**src/rtl/core/six_step_bemf_commutator_top_macros.svh**
```systemverilog
// assertion macros for the six-step commutator
`ifndef SIX_STEP_BEMF_COMMUTATOR_TOP_MACROS_SVH
`define SIX_STEP_BEMF_COMMUTATOR_TOP_MACROS_SVH

`ifndef SYNTHESIS
`define SSBC_ASSERT(label, prop) \
	label: assert property (@(posedge clk) disable iff (!arst_n) (prop)) \
		else $error("ssbc assertion failed");
`define SSBC_ASSERT_NEXT(label, ante, cons) \
	label: assert property (@(posedge clk) disable iff (!arst_n) (ante) |=> (cons)) \
		else $error("ssbc assertion failed");
`else
`define SSBC_ASSERT(label, prop)
`define SSBC_ASSERT_NEXT(label, ante, cons)
`endif

`endif

```
**src/rtl/core/ssbc_pkg.sv**
```systemverilog
package ssbc_pkg;

	typedef logic [2:0] step_t;
	typedef logic [1:0] drive_t;

	localparam step_t STEP_FIRST = 3'd1;
	localparam step_t STEP_LAST  = 3'd6;

	localparam drive_t DRIVE_FLOAT = 2'd0;
	localparam drive_t DRIVE_HIGH  = 2'd1;
	localparam drive_t DRIVE_LOW   = 2'd2;

	localparam int PAYLOAD_W = 16;
	localparam logic [PAYLOAD_W-1:0] THRESHOLD_RESET = 16'd3000;

	typedef logic [1:0] reg_index_t;
	localparam reg_index_t REG_LOW_SPEED_THRESHOLD = 2'd0;
	localparam reg_index_t REG_RISING_MODE         = 2'd1;

	typedef struct packed {
		drive_t a;
		drive_t b;
		drive_t c;
	} drive_pattern_t;

	typedef struct packed {
		step_t          step;
		logic           wrapped;
		drive_pattern_t drive;
	} step_res_t;

	function automatic drive_pattern_t drive_for_step(input step_t step);
		drive_pattern_t p;
		case (step)
			3'd1:    p = '{a: DRIVE_HIGH,  b: DRIVE_LOW,   c: DRIVE_FLOAT};
			3'd2:    p = '{a: DRIVE_HIGH,  b: DRIVE_FLOAT, c: DRIVE_LOW};
			3'd3:    p = '{a: DRIVE_FLOAT, b: DRIVE_HIGH,  c: DRIVE_LOW};
			3'd4:    p = '{a: DRIVE_LOW,   b: DRIVE_HIGH,  c: DRIVE_FLOAT};
			3'd5:    p = '{a: DRIVE_LOW,   b: DRIVE_FLOAT, c: DRIVE_HIGH};
			3'd6:    p = '{a: DRIVE_FLOAT, b: DRIVE_LOW,   c: DRIVE_HIGH};
			default: p = '{a: DRIVE_FLOAT, b: DRIVE_FLOAT, c: DRIVE_FLOAT};
		endcase
		return p;
	endfunction

endpackage

```
**src/rtl/core/ssbc_step_logic.sv**
```systemverilog
module ssbc_step_logic
	import ssbc_pkg::*;
(
	input  step_t                  step,
	input  logic [2:0]             comparators,
	input  logic [PAYLOAD_W-1:0]   rate,
	input  logic [PAYLOAD_W-1:0]   threshold,
	input  logic                   rising,
	output step_res_t              res
);

	logic  sense;
	logic  advance;
	step_t step_inc;

	always_comb begin
		case (step) inside
			3'd1, 3'd6: sense = comparators[2];
			3'd2, 3'd3: sense = comparators[1];
			default:    sense = comparators[0];
		endcase
	end

	// at low speed a low comparator alone moves the step on
	assign advance = ((rate < threshold) && !sense) || (rising ? sense : !sense);

	always_comb begin
		step_inc    = advance ? step + 3'd1 : step;
		res.wrapped = 1'b0;
		res.step    = step_inc;
		if ((step_inc == 3'd0) || (step_inc > STEP_LAST)) begin
			res.step    = STEP_FIRST;
			res.wrapped = 1'b1;
		end
		res.drive = drive_for_step(res.step);
	end

endmodule

```
**src/rtl/core/six_step_bemf_commutator_top.sv**
```systemverilog
// six-step sensorless commutator
// input channel (in_valid/in_ready): one transaction per commutation tick with the
// three back-emf comparator bits, the commutation rate and the timer count.
// output channel (out_valid/out_ready): one result transaction per input, carrying
// the step, the three phase drives, drive_update, electrical_period, period_update.
// configuration channel (cfg_valid/cfg_ready): cfg_index 0 is the low-speed
// threshold, 1 is rising mode; other indexes are ignored. cfg_ready is always high.
// path: an accepted input is held in the input register, then moves into the
// result register, from which it is presented as the output transaction.
// throughput: one item per cycle while out_ready is high; the step and wrap
// state update as an item moves from the input register into the result register.
// reset: step 1, no applied step (the first result has drive_update set),
// period and wrap time zero, threshold 3000, rising mode on.
// stall: while out_ready is low the result holds and one more input can be taken
// into the input register; in_ready then drops until the result is taken.
`include "six_step_bemf_commutator_top_macros.svh"

module six_step_bemf_commutator_top
	import ssbc_pkg::*;
#(
	parameter int TIMER_BITS = 16
) (
	input  logic                 clk,
	input  logic                 arst_n,
	input  logic                 in_valid,
	output logic                 in_ready,
	input  logic                 comparator_0,
	input  logic                 comparator_1,
	input  logic                 comparator_2,
	input  logic [15:0]          commutation_rate,
	input  logic [15:0]          timer_now,
	output logic                 out_valid,
	input  logic                 out_ready,
	output logic [2:0]           step_now,
	output logic [1:0]           phase_a_drive,
	output logic [1:0]           phase_b_drive,
	output logic [1:0]           phase_c_drive,
	output logic                 drive_update,
	output logic [15:0]          electrical_period,
	output logic                 period_update,
	input  logic                 cfg_valid,
	output logic                 cfg_ready,
	input  logic [1:0]           cfg_index,
	input  logic [15:0]          cfg_data
);

	// timer bits that survive both the timer mask and the 16-bit field
	localparam int CntW = (TIMER_BITS < PAYLOAD_W) ? TIMER_BITS : PAYLOAD_W;

	logic [PAYLOAD_W-1:0] threshold_q;
	logic                 rising_q;

	logic                 valid_s1;
	logic [2:0]           comp_s1;
	logic [PAYLOAD_W-1:0] rate_s1;
	logic [PAYLOAD_W-1:0] timer_s1;
	logic                 move_s1;

	step_t                step_q;
	step_t                applied_q;
	logic [CntW-1:0]      last_wrap_q;
	logic [CntW-1:0]      period_diff;
	step_res_t            res;

	logic                 out_valid_q;
	step_t                step_now_q;
	drive_pattern_t       drive_q;
	logic                 drive_update_q;
	logic [PAYLOAD_W-1:0] last_period_q;
	logic                 period_update_q;

	assign cfg_ready = 1'b1;

	always_ff @(posedge clk or negedge arst_n) begin
		if (!arst_n) begin
			threshold_q <= THRESHOLD_RESET;
			rising_q    <= 1'b1;
		end else if (cfg_valid) begin
			case (cfg_index)
				REG_LOW_SPEED_THRESHOLD: threshold_q <= cfg_data;
				REG_RISING_MODE:         rising_q    <= cfg_data[0];
				default:                 ;
			endcase
		end
	end

	assign move_s1  = valid_s1 && (!out_valid_q || out_ready);
	assign in_ready = !valid_s1 || move_s1;

	always_ff @(posedge clk or negedge arst_n) begin
		if (!arst_n) begin
			valid_s1 <= 1'b0;
		end else if (in_ready) begin
			valid_s1 <= in_valid;
		end
	end

	always_ff @(posedge clk) begin
		if (in_valid && in_ready) begin
			comp_s1  <= {comparator_2, comparator_1, comparator_0};
			rate_s1  <= commutation_rate;
			timer_s1 <= timer_now;
		end
	end

	ssbc_step_logic u_step (
		.step        (step_q),
		.comparators (comp_s1),
		.rate        (rate_s1),
		.threshold   (threshold_q),
		.rising      (rising_q),
		.res         (res)
	);

	assign period_diff = timer_s1[CntW-1:0] - last_wrap_q;

	always_ff @(posedge clk or negedge arst_n) begin
		if (!arst_n) begin
			step_q        <= STEP_FIRST;
			applied_q     <= '0;
			last_wrap_q   <= '0;
			last_period_q <= '0;
			out_valid_q   <= 1'b0;
		end else begin
			if (move_s1) begin
				out_valid_q <= 1'b1;
				step_q      <= res.step;
				applied_q   <= res.step;
				if (res.wrapped) begin
					last_wrap_q   <= timer_s1[CntW-1:0];
					last_period_q <= PAYLOAD_W'(period_diff);
				end
			end else if (out_ready) begin
				out_valid_q <= 1'b0;
			end
		end
	end

	always_ff @(posedge clk) begin
		if (move_s1) begin
			step_now_q      <= res.step;
			drive_q         <= res.drive;
			drive_update_q  <= (applied_q != res.step);
			period_update_q <= res.wrapped;
		end
	end

	assign out_valid         = out_valid_q;
	assign step_now          = step_now_q;
	assign phase_a_drive     = drive_q.a;
	assign phase_b_drive     = drive_q.b;
	assign phase_c_drive     = drive_q.c;
	assign drive_update      = drive_update_q;
	assign electrical_period = last_period_q;
	assign period_update     = period_update_q;

	`SSBC_ASSERT(a_step_in_range, (step_q >= STEP_FIRST) && (step_q <= STEP_LAST))
	`SSBC_ASSERT(a_applied_tracks_step, (applied_q == 3'd0) || (applied_q == step_q))
	`SSBC_ASSERT(a_wrap_lands_on_first, !(out_valid_q && period_update_q) || (step_now_q == STEP_FIRST))
	`SSBC_ASSERT_NEXT(a_move_fills_output, move_s1, out_valid_q)

endmodule
```
**config.mk**
```make
export PLATFORM = sky130hd
export DESIGN_NAME = six_step_bemf_commutator_top
export DESIGN_NICKNAME = d
export VERILOG_FILES = /design/src/rtl/core/ssbc_pkg.sv /design/src/rtl/core/ssbc_step_logic.sv /design/src/rtl/core/six_step_bemf_commutator_top.sv
export VERILOG_INCLUDE_DIRS = /design/src /design/src/rtl/core
export SDC_FILE = /design/constraint.sdc
export NUM_CORES = 1
export LEC_CHECK = 0
export BUFFER_PORTS_ARGS = -buffer_cell sky130_fd_sc_hd__buf_2
export CAP_MARGIN = 20
export CELL_PAD_IN_SITES_DETAIL_PLACEMENT = 1
export CELL_PAD_IN_SITES_GLOBAL_PLACEMENT = 2
export CORE_AREA = 2 2 121 123
export DETAILED_ROUTE_END_ITERATION = 16
export DIE_AREA = 0 0 123 125
export GPL_ROUTABILITY_DRIVEN = 0
export HOLD_SLACK_MARGIN = 0.08
export PLACE_DENSITY = 0.81
export SETUP_SLACK_MARGIN = 0.15
export SLEW_MARGIN = 20
export SYNTH_ARGS = -nofsm -noshare
export SYNTH_HDL_FRONTEND = slang
export SYNTH_SLANG_ARGS = --single-unit
```
**constraint.sdc**
```tcl
create_clock -name clk -period 3.7 [get_ports clk]
set_input_delay 0.74 -clock clk [delete_from_list [all_inputs] [get_ports clk]]
set_output_delay 0.74 -clock clk [all_outputs]
set_load 0.01 [all_outputs]
```
Word level (Yosys, flattened, before mapping)
Index checks and enable logic that the tools add are counted.

operators by class
  add/subtract/negate cells = 2
  multipliers = 0
  div/mod/pow operators = 0
  $lt $le $gt $ge = 2
  eq/ne operators = 12
  shift operators = 0
  muxes and demuxes = 8
  bitwise gates (word level) = 0
  reductions and logical operators = 18

operators with widths
  operator               number
  $pmux W6 S6            1
  $lt A16 B16 Y1         1
  $sub A16 B16 Y16       1
  $eq A3 B2 Y1 const B   4
  $eq A3 B3 Y1 const B   4
  $eq A3 B1 Y1 const B   2
  $reduce_and A2 Y1      3
  $mux W1                5
  $logic_or A1 B1 Y1     4
  $mux W4                1
  $reduce_or A2 Y1       2
  $add A3 B1 Y3 const B  1
  $gt A3 B3 Y1 const B   1
  $logic_and A1 B1 Y1    3
  $logic_not A1 Y1       3
  $logic_not A3 Y1       1
  $mux W3                1
  $ne A3 B3 Y1           1
  $eq A2 B1 Y1 const B   1
  $logic_not A2 Y1       1
  $reduce_bool A2 Y1     1

word-level totals
  flip-flop bits (word level) = 103
  latch bits = 0
  bits in writable memories = 0
  bits in read-only memories = 0
  input bits = 58
  logic and storage cells = 59
  memories kept = 0

Depth between registers and ports, before layout
  word-level depth = 13
  mapped depth = 11
  depth with buffers taken out = 10

Cells and area by module
A second synthesis with hierarchy kept.

second synthesis, totals
  cell total of the unflattened synthesis = 464
  area, all modules = 5165.0 µm²

modules (own cells, without submodules)
  module                        instances  cells an instance  area an instance (µm²)  sequential area each (µm²)
  six_step_bemf_commutator_top  1          352                4388.0                  2768.9
  ssbc_step_logic               1          112                777.0                   0.0

Worst setup path before layout
No wires, ideal clock.

  kind = register to register
  start = reg step_q[0]
  end = reg last_period_q[10] (netlist: electrical_period[10])
  library setup time = 0.128 ns
  arrival = 2.826 ns
  required time = 3.572 ns
  setup slack = 0.746 ns
  cell stages (with the launch flop) = 12
  path buffers = 2
  clock period less this slack = 2.954 ns
  cell sequence = dfstp_2 > clkbuf_1 > inv_1 > ha_1 > mux2i_1 > nor2_1 > a31o_1 > mux2i_1 > o211ai_1 > a21oi_4 > buf_6 > mux2_1

between the ends
  cells in the longest elaborated chain, start to end = 12

RTL lines
  element                                                  RTL line                             source
  start, declared                                          six_step_bemf_commutator_top.sv:59   step_t step_q;
  start signal, assigned                                   six_step_bemf_commutator_top.sv:127  step_q <= res.step;
  $eq A3 B2 Y1 (no source line)                            n/a
  $reduce_or A2 Y1                                         ssbc_step_logic.sv:17                case (step) inside
  $mux W1 (2 in series)                                    ssbc_step_logic.sv:17
  $logic_not A1 Y1                                         ssbc_step_logic.sv:25                assign advance = ((rate < threshold) && !sense) || (rising ? sense : !sense);
  $mux W1 / $logic_and A1 B1 Y1 (equally long branches)    ssbc_step_logic.sv:25
  $logic_or A1 B1 Y1                                       ssbc_step_logic.sv:25
  $mux W3 (*)                                              ssbc_step_logic.sv:28                step_inc = advance ? step + 3'd1 : step;
  $gt A3 B3 Y1 / $logic_not A3 Y1 (equally long branches)  ssbc_step_logic.sv:31                if ((step_inc == 3'd0) || (step_inc > STEP_LAST)) begin
  $logic_or A1 B1 Y1 (*)                                   ssbc_step_logic.sv:31
  $mux W4 (*)                                              ssbc_step_logic.sv:31
  $reduce_and A2 Y1 (no source line) (*)                   n/a
  end signal, assigned                                     six_step_bemf_commutator_top.sv:131  last_period_q <= PAYLOAD_W'(period_diff);
  end, declared                                            six_step_bemf_commutator_top.sv:69   logic [PAYLOAD_W-1:0] last_period_q;

Every way passes the cells marked *; elsewhere a longest branch is shown, timed or not.
A chain may end at the register's enable or synchronous reset.

Worst setup path after layout
  start = reg step_q[0]
  end = reg last_period_q[12] (netlist: electrical_period[12])

The elaborated chain is that of the path after synthesis.

==> run metrics <==
status complete, no violations; worst hold path type reg -> reg; I/O pin count 88; number of nets at the end of the flow 618; Setup Viol. Count Final 0; distinct cell type count after synthesis 59; power per unit of standard cell area 817 nW/um^2; Starting DRT DRC Count 126; maximum number of pins on one net before global-route repair 38; number of endpoints with negative hold slack in the final report 0; met3 track utilization from global routing 4.52%; leakage component of the power 2.65 nW; fraction of the yosys area taken by sequential cells 54.1%; count of hold-fix buffers inserted at cts 0; aggregate global routing overflow 0; mean number of vias per cell 5.00; antenna violations before repair 1; Max-Cap Viols 0; buffer cell driving the clock tree root clkbuf_16; Tcrit/Tclk final 84.8%; clock buffer depth 2; peak per-stage delay on the critical path 750 ps; cell repeated most along the worst path mux2i_1; cell area after synthesis 5120 sq um; synthesized netlist cell count 438; nature of the critical path endpoint flop; non-filler instance count after layout 715; worst-skew pair later-pin latency 360 ps; post-detailed-route count of antenna-violating nets 0; final core area utilization 42.9%; cell-by-cell listing of the critical path inv_1, ha_1, mux2i_1, a31o_1, mux2i_1, o211ai_1, a21oi_4, buf_12, mux2_1; Slew Limit Fails 0; Mapped Nets 531; mean routed wirelength per cell 15.6 microns; number of warnings printed during yosys synthesis 0; count of buffers inserted at the top-level ports 86; placed cell count 698; CP required 3930 ps; area fraction of the dominant cell type after synthesis 27.0%; count of standard-cell rows 44; residual DRC count 0; clock tree from TritonCTS built; CTS sink cnt 101; die span in y 125 microns; Die Wd 123 microns; floorplan die area 15400 sq um; ys flop type edfxtp_1; number of levels the H-tree was split into 3; Worst path top cell family by delay multiplexers; aggregate negative setup slack 0 ps; HPWL reported at the end of detailed placement 8.08 mm; effective utilization at floorplan 36.0%; top cells by area in the synthesized netlist edfxtp_1, dfrtp_1, ha_1, mux2_1, dfstp_2; core area 14200 sq um; Crit Path Class reg -> reg; number of setup buffers added after CTS 0; asr flop ratio synth 54.5%; Max Freq 319 MHz; number of flops mapped to enable cells by yosys 46; slowest cell on the critical path dfstp_2; commonest non-fill, non-tap cell in the layout buf_2; via count of the first global-routing pass 3867; first-pass detailed-route iteration total 4; number of synthesized register bits 101; GR Util met1 19.7%; Syn Area/Cell 11.7 sq um; layout cells sized above 1 25.1%; GR peak layer met2; worst-case clock skew 11.8 ps; global routing usage on met2 26.1%; first-pass GRT wire length 18.9 mm; worst path buffer plus inverter count 2; clock period minus worst slack 3140 ps; overall via count from detail_route 3572; worst slew margin relative to its limit 37.7%; CTS-repair resized insts 0; overall routing resource usage 15.6%; startpoint type of the worst setup path flop; clock slew seen by the registers of the worst setup and hold paths 70 ps; unrepaired setup endpoints after global routing no; commonest non-fill, non-tap cells in the layout buf_2, dfrtp_1, edfxtp_1, inv_1, nand2_1; Worst-Margin Slew 934 ps; library cell with the largest summed area after synthesis edfxtp_1; data arrival time of the critical path 3370 ps; total routed wirelength 11.1 mm; number of clock buffers inserted by TritonCTS 9; critical-path maximum fanout 32; growth of design area from synthesis to finish 19.2%; Max VDD drop 0.000454 V
flip-flops by register name, summed over array words and instances (netlist names), 3 cells and up:
| name | count |
|---|---|
| electrical_period | 16 |
| last_wrap_q | 16 |
| rate_s1 | 16 |
| threshold_q | 16 |
| timer_s1 | 16 |
| comp_s1 | 3 |
| step_now | 3 |
| step_q | 3 |
worst reg2reg max path, stage by stage, from the launching register on:
cell	delay [ps]
dfstp_2	750
inv_1	120
ha_1	250
mux2i_1	200
a31o_1	230
mux2i_1	390
o211ai_1	250
a21oi_4	230
buf_12	220
mux2_1	370
power breakdown:
| part | switching, W | leakage [nW] | internal [W] |
|---|---|---|---|
| sequential | 0.000191 | 1.08 | 0.00156 |
| combinational | 0.00115 | 1.39 | 0.000955 |
| clock | 0.000454 | 0.174 | 0.000675 |
path summary, 6_finish.rpt:
path,start,endpoint,slack (ps),cells after the start
max in group asynchronous,arst_n,electrical_period[15],2390,2
min,electrical_period[10],electrical_period[10],480,1
max reg2reg,step_q[0],electrical_period[12],560,9
min reg2reg,electrical_period[10],electrical_period[10],480,1
min in group asynchronous,arst_n,last_wrap_q[5],510,1
max,step_q[0],electrical_period[12],560,9
cells in the mapped netlist (all sizes together), types with 3 or more instances:
library cell / number
or3: 3
a31o: 3
nand3: 7
mux2: 34
mux2i: 6
o31a: 3
nand2b: 5
nor2: 25
a21oi: 21
o211ai: 4
o21ai: 29
inv: 41
nor2b: 5
xor2: 5
o21a: 6
edfxtp: 46
nand2: 35
clkbuf: 9
xnor2: 6
a211oi: 4
ha: 34
o2bb2ai: 3
dfstp: 9
buf: 5
nor3: 6
dfrtp: 46
o31ai: 4
cell families (layout without fill, tap and decap cells):
family | after synthesis | count (layout) | share of synthesized area (%)
DFF | 101 | 101 | 54.1
and+or+nand+nor | 100 | 100 | 9.24
AOI/OAI and AO/OA | 94 | 94 | 12.1
buffers and inverters | 55 | 147 | 4.69
muxes | 41 | 41 | 9.17
adders and majority gates | 35 | 35 | 8.70
xor gates and xnor gates | 11 | 11 | 1.88
other | 1 | 2 | 0.0733
cell type report:
cell class	instances	area, sq um
diodes	1	2.50
well taps	184	230
fillers	1557	8100
clock inverters	7	130
multi-input cells	282	2120
repair buffers	90	473
clock buffers	9	225
inverters	41	154
flip-flops and latches	101	2770
metal layers:
layer | wire length, microns | part of all wire, % | vias to the layer above
li1 | - | - | 1739
met1 | 4940 | 44 | 1762
met2 | 5560 | 50 | 62
met3 | 507 | 4.6 | 9
met4 | 116 | 1.0 | 0
met5 | 0 | 0 | -
metrics by stage:
stage               power (W)  instance area [sq um]  worst slack [ps]  hold WS [ps]
finish                0.00498                   6100               564           483
detailed placement    0.00390                   5740               602           475
global route          0.00539                   6100               283           506
floorplan             0.00331                   5120               746           444
global placement      0.00379                   5740               745           466
CTS                   0.00506                   6100               569           490
(Power assumes the default switching activity.)
